===== src/design/mwc_srs_pkg.sv =====
// Shared types and constants for the multiply-with-carry state recovery block.
package mwc_srs_pkg;

    localparam int WORD_W      = 32;
    localparam int HALF_W      = 16;
    localparam int MULT_W      = 16;
    localparam int CFG_INDEX_W = 2;

    // Configuration register indexes
    localparam logic [CFG_INDEX_W-1:0] CFG_MULT_HIGH = 2'd0;
    localparam logic [CFG_INDEX_W-1:0] CFG_MULT_LOW  = 2'd1;

    localparam logic [MULT_W-1:0] MULT_HIGH_RESET = 16'd18273;
    localparam logic [MULT_W-1:0] MULT_LOW_RESET  = 16'd36969;

    typedef enum logic [2:0] {
        ST_IDLE,
        ST_HIGH_MUL,
        ST_HIGH_ADV,
        ST_LOW_MUL,
        ST_LOW_ADV,
        ST_FINISH
    } state_t;

    // One issue to the shared multiply-add unit: mult * a + addend
    typedef struct packed {
        logic [MULT_W-1:0] mult;
        logic [HALF_W-1:0] a;
        logic [WORD_W-1:0] addend;
    } mac_op_t;

endpackage


===== src/design/mwc_state_recovery_search.sv =====
// Top level: recovers both multiply-with-carry states from two output words.
//
// Usage
//   Input channel: pulse start with first_word/second_word while busy is low;
//   the transfer happens at that clock edge and the words are latched.
//   Result channel: done is high for exactly one cycle, after the FINISH
//   state, with solved, recovered_state_high/low and next_word.
//   The receiver cannot stall; the result fields hold until the next result.
//   busy is high through the work states and a new start is taken in the
//   same cycle that done shows.
//   Work: each half needs two passes through the one shared multiply-add
//   unit (mult*h to find the carry, then one generator step for the third
//   output), so four issues, with the last result collected in ST_FINISH.
//   The first matching carry of the candidate search is (t - mult*h) mod
//   2^16, so the recovered state is {hi(mult*h) + borrow, t}.
//   Configuration: cfg_valid/cfg_ready/cfg_index/cfg_data, always ready;
//   index 0 sets multiplier_high, index 1 multiplier_low, others ignored.
//   Write only while idle.
//   Reset: asynchronous rst_n; multipliers return to 18273 and 36969, the
//   sequencer goes idle and no strobe is issued.
module mwc_state_recovery_search (
    input  logic                                clk,
    input  logic                                rst_n,
    input  logic                                start,
    output logic                                busy,
    input  logic [mwc_srs_pkg::WORD_W-1:0]      first_word,
    input  logic [mwc_srs_pkg::WORD_W-1:0]      second_word,
    output logic                                done,
    output logic                                solved,
    output logic [mwc_srs_pkg::WORD_W-1:0]      recovered_state_high,
    output logic [mwc_srs_pkg::WORD_W-1:0]      recovered_state_low,
    output logic [mwc_srs_pkg::WORD_W-1:0]      next_word,
    input  logic                                cfg_valid,
    output logic                                cfg_ready,
    input  logic [mwc_srs_pkg::CFG_INDEX_W-1:0] cfg_index,
    input  logic [mwc_srs_pkg::MULT_W-1:0]      cfg_data
);
    import mwc_srs_pkg::*;

    // Sequencer
    state_t state_reg;
    state_t state_next;

    // Configuration registers
    logic [MULT_W-1:0] mult_high_reg;
    logic [MULT_W-1:0] mult_low_reg;

    // Latched input words
    logic [WORD_W-1:0] word1_reg;
    logic [WORD_W-1:0] word2_reg;

    // Intermediate results
    logic [WORD_W-1:0] s0_reg;
    logic [WORD_W-1:0] s1_reg;
    logic [WORD_W-1:0] n0_reg;

    // Result registers
    logic              done_reg;
    logic              solved_reg;
    logic [WORD_W-1:0] state_high_reg;
    logic [WORD_W-1:0] state_low_reg;
    logic [WORD_W-1:0] next_word_reg;

    // Shared unit
    mac_op_t           mac_op;
    logic [WORD_W-1:0] mac_y;

    // Per-state control
    logic              accept;
    logic              cap_s0;
    logic              cap_n0;
    logic              cap_s1;
    logic              finish;

    logic [HALF_W-1:0] target;
    logic [HALF_W-1:0] state_upper;
    logic              borrow;

    assign accept    = start && (state_reg == ST_IDLE);
    assign busy      = (state_reg != ST_IDLE);
    assign cfg_ready = 1'b1;

    // Target half of the second word for the half being solved
    assign target = (state_reg == ST_HIGH_ADV) ? word2_reg[WORD_W-1:HALF_W]
                                               : word2_reg[HALF_W-1:0];

    // mac_y holds mult*h here; adding the carry lands the low half on the
    // target and borrows into the upper half when the target is below it.
    assign borrow      = (target < mac_y[HALF_W-1:0]);
    assign state_upper = mac_y[WORD_W-1:HALF_W] + {{(HALF_W-1){1'b0}}, borrow};

    mwc_srs_mac u_mac (
        .clk (clk),
        .op  (mac_op),
        .y   (mac_y)
    );

    // Next state
    always_comb
    begin
        state_next = state_reg;
        unique case (state_reg)
            ST_IDLE:     if (start) state_next = ST_HIGH_MUL;
            ST_HIGH_MUL: state_next = ST_HIGH_ADV;
            ST_HIGH_ADV: state_next = ST_LOW_MUL;
            ST_LOW_MUL:  state_next = ST_LOW_ADV;
            ST_LOW_ADV:  state_next = ST_FINISH;
            ST_FINISH:   state_next = ST_IDLE;
            default:     state_next = ST_IDLE;
        endcase
    end

    // Unit issue and capture strobes
    always_comb
    begin
        mac_op.mult   = mult_high_reg;
        mac_op.a      = '0;
        mac_op.addend = '0;
        cap_s0        = 1'b0;
        cap_n0        = 1'b0;
        cap_s1        = 1'b0;
        finish        = 1'b0;
        unique case (state_reg)
            ST_IDLE:
            begin
            end
            ST_HIGH_MUL:
            begin
                mac_op.a = word1_reg[WORD_W-1:HALF_W];
            end
            ST_HIGH_ADV:
            begin
                // step the recovered state {state_upper, target}
                mac_op.a      = target;
                mac_op.addend = {{(WORD_W-HALF_W){1'b0}}, state_upper};
                cap_s0        = 1'b1;
            end
            ST_LOW_MUL:
            begin
                mac_op.mult = mult_low_reg;
                mac_op.a    = word1_reg[HALF_W-1:0];
                cap_n0      = 1'b1;
            end
            ST_LOW_ADV:
            begin
                mac_op.mult   = mult_low_reg;
                mac_op.a      = target;
                mac_op.addend = {{(WORD_W-HALF_W){1'b0}}, state_upper};
                cap_s1        = 1'b1;
            end
            ST_FINISH:
            begin
                finish = 1'b1;
            end
            default:
            begin
            end
        endcase
    end

    always_ff @(posedge clk or negedge rst_n)
    begin
        if (!rst_n)
        begin
            state_reg     <= ST_IDLE;
            mult_high_reg <= MULT_HIGH_RESET;
            mult_low_reg  <= MULT_LOW_RESET;
            done_reg      <= 1'b0;
            solved_reg    <= 1'b0;
        end
        else
        begin
            state_reg <= state_next;
            done_reg  <= finish;
            if (finish)
            begin
                solved_reg <= 1'b1;
            end
            if (cfg_valid && cfg_ready)
            begin
                if (cfg_index == CFG_MULT_HIGH)
                begin
                    mult_high_reg <= cfg_data;
                end
                else if (cfg_index == CFG_MULT_LOW)
                begin
                    mult_low_reg <= cfg_data;
                end
            end
        end
    end

    // Payload, no reset
    always_ff @(posedge clk)
    begin
        if (accept)
        begin
            word1_reg <= first_word;
            word2_reg <= second_word;
        end
        if (cap_s0)
        begin
            s0_reg <= {state_upper, target};
        end
        if (cap_n0)
        begin
            n0_reg <= mac_y;
        end
        if (cap_s1)
        begin
            s1_reg <= {state_upper, target};
        end
        if (finish)
        begin
            state_high_reg <= s0_reg;
            state_low_reg  <= s1_reg;
            next_word_reg  <= {n0_reg[HALF_W-1:0], mac_y[HALF_W-1:0]};
        end
    end

    assign done                 = done_reg;
    assign solved               = solved_reg;
    assign recovered_state_high = state_high_reg;
    assign recovered_state_low  = state_low_reg;
    assign next_word            = next_word_reg;

endmodule


===== src/design/mwc_srs_mac.sv =====
// Shared 16x16 multiply with 32-bit add, result registered.
module mwc_srs_mac (
    input  logic                          clk,
    input  mwc_srs_pkg::mac_op_t          op,
    output logic [mwc_srs_pkg::WORD_W-1:0] y
);
    import mwc_srs_pkg::*;

    logic [WORD_W-1:0] prod;
    logic [WORD_W-1:0] y_reg;
    logic [WORD_W-1:0] y_next;

    assign prod   = {{(WORD_W-MULT_W){1'b0}}, op.mult} * {{(WORD_W-HALF_W){1'b0}}, op.a};
    assign y_next = prod + op.addend;

    always_ff @(posedge clk)
    begin
        y_reg <= y_next;
    end

    assign y = y_reg;

endmodule


===== config.mk =====
export PLATFORM = sky130hd
export DESIGN_NAME = mwc_state_recovery_search
export DESIGN_NICKNAME = d
export VERILOG_FILES = /design/src/design/mwc_srs_pkg.sv /design/src/design/mwc_state_recovery_search.sv /design/src/design/mwc_srs_mac.sv
export SDC_FILE = /design/constraint.sdc
export NUM_CORES = 1
export LEC_CHECK = 0
export ABC_AREA = 1
export BUFFER_PORTS_ARGS = -buffer_cell sky130_fd_sc_hd__clkbuf_2
export CAP_MARGIN = 40
export CORE_MARGIN = 2
export CORE_UTILIZATION = 45
export CTS_BUF_LIST = sky130_fd_sc_hd__clkbuf_8 sky130_fd_sc_hd__clkbuf_16
export DETAILED_ROUTE_END_ITERATION = 8
export PLACE_DENSITY = 0.68
export RECOVER_POWER = 50
export SLEW_MARGIN = 10
export SYNTH_ARGS = -nofsm -noshare
export SYNTH_HDL_FRONTEND = slang
export SYNTH_SLANG_ARGS = --single-unit

===== constraint.sdc =====
create_clock -name clk -period 17 [get_ports clk]
set_input_delay 0.85 -clock clk [delete_from_list [all_inputs] [get_ports clk]]
set_output_delay 0.85 -clock clk [all_outputs]
set_load 0.03 [all_outputs]

==> reports/qor.tcl <==
set qor(rsz_0062_raised_after_global_routing) {no}
set qor(max-clock-path-buffers) 3
set qor(final.setup.worst_slack_ps) 8020
set qor(cts_tree) {yes}
set qor(place.port_buffers) 184
set qor(crit_fanout) 33
set qor(grt_max_degree) 64
set qor(clk_pin_slew_worst_paths_ps) 60
set qor(cp.arrival_ps) 9460
set qor(cts_buffers) 31
set qor(design.portCount) 186
set qor(gp_congestion) 0.909
set qor(period_share_pct) 52.8
set qor(worstMarginPinSlew_ps) 2230
set qor(via_count) 13500
set qor(run_status) {finished, violations left}
set qor(global_route_usage_over_all_layers_pct) 22.0
set qor(dpl_worst_slack_ps) 8440
set qor(slew_viol_final) 150
set qor(drv_cap) 5
set qor(post-cts-setup-buffer-count) 0
set qor(cts.sinks) 309
set qor(rr_endpoint) {u_mac.y[28]}
set qor(timing.final.hold_violations) 0
set qor(number_of_synthesized_flops_with_an_enable_pin) 240
set qor(worst-setup-path-type) {reg2reg}
set qor(synth_area_leaders) {sky130_fd_sc_hd__edfxtp_1 (36%), sky130_fd_sc_hd__fa_1 (21%), sky130_fd_sc_hd__ha_1 (7.7%)}
set qor(post-route-cell-area_um2) 22500
set qor(grt_use_met1_pct) 29.5
set qor(fp.dieH_um) 215
set qor(postCtsResizedCells) 0
set qor(synth_async_sr_flop_share_pct) 12.0
set qor(detail-route-antenna-nets) 0
set qor(sequential_fraction_of_the_synthesis_area_pct) 44.0
set qor(kind_of_end_point_of_the_critical_path) {flop}
set qor(remaining_drc_errors) 0
set qor(finalWorstPathRequiredPeriod_ps) 8980
set qor(drt_first_pass_iters) 7
set qor(final_setup_tns_ps) 0
set qor(detailed_place_hpwl_mm) 39.9
set qor(synthesis.area_per_instance_um2) 10.7
set qor(wire_length_reported_by_the_detailed_router_mm) 49.7
set qor(area_growth_syn_to_layout_pct) 12.7
set qor(synth_nets) 2293
set qor(post_synth_num_cell_types) 45
set qor(synth_largest_area_cell) {sky130_fd_sc_hd__edfxtp_1}
set qor(worst-r2r-setup-slack_ps) 8020
set qor(floorplan.initialDensity_pct) 45.4
set qor(vias_per_cell) 5.01
set qor(yosys_warnings) 0
set qor(fraction_of_synthesized_cell_area_taken_by_the_top_area_cell_type_pct) 36.0
set qor(failing_checks) {capacitance limit, slew limit}
set qor(syn_inst) 1874
set qor(postCtsHoldBufs) 0
set qor(fin_skew_ps) 8.73
set qor(met2_track_demand_over_resource_pct) 35.6
set qor(first_global_vias) 14000
set qor(slew-limit-headroom_pct) -48.4
set qor(htreeDepth) 1
set qor(synth-main-ff-cell) {sky130_fd_sc_hd__edfxtp_1}
set qor(netlist_area_um2) 20000
set qor(finish.net_count) 2491
set qor(cp.required_ps) 17480
set qor(number_of_antenna_violations_at_the_first_check_in_global_routing) 0
set qor(fp-row-count) 77
set qor(final_layout_size_suffix_gt1_share_pct) 13.9
set qor(hp-class) {in2async}
set qor(timing.critical_path.from_type) {flop}
set qor(synth.ff_latch_count) 309
set qor(wire_length_of_the_first_global_routing_pass_mm) 78.2
set qor(clock-root-buffer) {sky130_fd_sc_hd__clkbuf_16}
set qor(grt_overflow) 0
set qor(drt_iter0_markers) 966
set qor(reg2regPathDepth) 27
set qor(timing.final.setup_violations) 0
set qor(fp.dieW_um) 215
set qor(wl_per_cell_um) 18.5
set qor(core-area_um2) 44000
set qor(grt_busiest_layer) {met2}
set qor(num_antenna_cells) 0
set qor(clkLatencyLatePin_ps) 580
set qor(dpl_cell_area_um2) 21600
set qor(hold_ws_ps) 183
set qor(floorplan.die_area_um2) 46100
set qor(worstReg2RegStart) {state_reg[1]}
set qor(use_met3_pct) 4.93
set qor(max_clock_freq_mhz) 111
[worst max-delay path by stage]
stage,start,to,slack [ps],cells after the start
2_1_floorplan,state_reg[2],done,9040,2
3_3_place_gp,state_reg[0],u_mac.y[29],8710,39
3_5_place_dp,state_reg[0],u_mac.y[20],8440,36
4_1_cts,state_reg[0],u_mac.y[29],8440,39
5_1_grt,state_reg[0],u_mac.y[28],7230,39
6_report,state_reg[1],u_mac.y[28],8020,27
[kinds of logic after synthesis]
kind of cell | share of synthesized area (%)
AND/OR/NAND/NOR | 12.7
flip-flops | 44.0
other | 0.0188
AO/OA/AOI/OAI | 3.99
adder cells (fa/ha/maj) | 28.7
buffers and inverters | 8.92
XOR/XNOR | 1.62
[Yosys cell counts (10+ instances only)]
cell and number:
sky130_fd_sc_hd__inv_1 386, sky130_fd_sc_hd__nand2_1 383, sky130_fd_sc_hd__edfxtp_1 240, sky130_fd_sc_hd__fa_1 210, sky130_fd_sc_hd__nor2_1 172, sky130_fd_sc_hd__ha_1 123
sky130_fd_sc_hd__o21ai_0 49, sky130_fd_sc_hd__a21oi_1 34, sky130_fd_sc_hd__dfxtp_1 32, sky130_fd_sc_hd__xor2_1 27, sky130_fd_sc_hd__nand3_1 25, sky130_fd_sc_hd__dfrtp_1 24
sky130_fd_sc_hd__a22oi_1 15, sky130_fd_sc_hd__dfstp_2 13, sky130_fd_sc_hd__nor3_1 12, sky130_fd_sc_hd__inv_2 11, sky130_fd_sc_hd__buf_6 10, sky130_fd_sc_hd__o21ai_2 10
sky130_fd_sc_hd__xnor2_1 10
[critical path, cell delays in order, from the launching register on]
cell	delay [ps]
sky130_fd_sc_hd__dfrtp_1	440
sky130_fd_sc_hd__nor2_1	200
sky130_fd_sc_hd__nand2_1	100
sky130_fd_sc_hd__inv_1	60
sky130_fd_sc_hd__clkbuf_1	1560
sky130_fd_sc_hd__nor2_4	140
sky130_fd_sc_hd__inv_4	420
sky130_fd_sc_hd__nand2_1	350
sky130_fd_sc_hd__nand3_1	670
sky130_fd_sc_hd__nand2_1	150
sky130_fd_sc_hd__fa_1	600
sky130_fd_sc_hd__fa_1	460
sky130_fd_sc_hd__fa_1	500
sky130_fd_sc_hd__fa_1	490
sky130_fd_sc_hd__inv_1	50
sky130_fd_sc_hd__fa_1	470
sky130_fd_sc_hd__inv_1	50
sky130_fd_sc_hd__fa_1	490
sky130_fd_sc_hd__inv_1	60
sky130_fd_sc_hd__ha_1	390
sky130_fd_sc_hd__a21oi_1	340
sky130_fd_sc_hd__o21ai_0	250
sky130_fd_sc_hd__nor2_1	210
sky130_fd_sc_hd__nor2_1	60
sky130_fd_sc_hd__nor2_1	120
sky130_fd_sc_hd__nand2_1	70
sky130_fd_sc_hd__nand2_1	50
sky130_fd_sc_hd__nand2_1	50
[layer usage]
layer / wire length (um) / share of wire (%) / vias up
met3: 4140 / 8.3 / 115
li1: - / - / 6213
met5: 0 / 0 / -
met2: 22900 / 46 / 534
met4: 1840 / 3.7 / 0
met1: 20800 / 42 / 6619
[through the flow]
step,cells,util [%]
global placement,2626,48.8
CTS,2688,51.4
detailed placement,2630,49.0
floorplan,1874,-
global route,2689,51.2
finish,2689,51.2
[final cells by class]
| class | instances | area, um2 |
|---|---|---|
| Clock buffer | 34 | 817 |
| Fill cell | 3964 | 21500 |
| Multi-Input combinational cell | 1127 | 9390 |
| Tap cell | 592 | 741 |
| Inverter | 406 | 1550 |
| Sequential cell | 309 | 8790 |
| Clock inverter | 24 | 249 |
| Timing Repair Buffer | 197 | 996 |
[cells in the final DEF (no fill, tap or decap), types with 4 or more instances in the layout]
master,n
sky130_fd_sc_hd__clkbuf_2,171
sky130_fd_sc_hd__nand3_1,26
sky130_fd_sc_hd__nor2_1,172
sky130_fd_sc_hd__bufinv_16,4
sky130_fd_sc_hd__ha_1,123
sky130_fd_sc_hd__dfstp_2,13
sky130_fd_sc_hd__clkinv_1,4
sky130_fd_sc_hd__nand4_1,9
sky130_fd_sc_hd__clkbuf_1,20
sky130_fd_sc_hd__a22oi_1,15
sky130_fd_sc_hd__o21ai_0,49
sky130_fd_sc_hd__inv_1,390
sky130_fd_sc_hd__clkinv_2,5
sky130_fd_sc_hd__o21ai_4,4
sky130_fd_sc_hd__xor2_1,27
sky130_fd_sc_hd__dfxtp_1,32
sky130_fd_sc_hd__dfrtp_1,24
sky130_fd_sc_hd__a21o_1,4
sky130_fd_sc_hd__nor3_1,13
sky130_fd_sc_hd__nand2_1,384
sky130_fd_sc_hd__buf_4,5
sky130_fd_sc_hd__fa_1,210
sky130_fd_sc_hd__nand2_2,7
sky130_fd_sc_hd__edfxtp_1,240
sky130_fd_sc_hd__nand2_4,6
sky130_fd_sc_hd__o21ai_2,10
sky130_fd_sc_hd__clkbuf_16,31
sky130_fd_sc_hd__inv_2,10
sky130_fd_sc_hd__inv_4,9
sky130_fd_sc_hd__xnor2_1,10
sky130_fd_sc_hd__a21oi_1,34
Power is not shown: default switching activity piles up to over one toggle a cycle in this logic, so the estimate is an artifact.
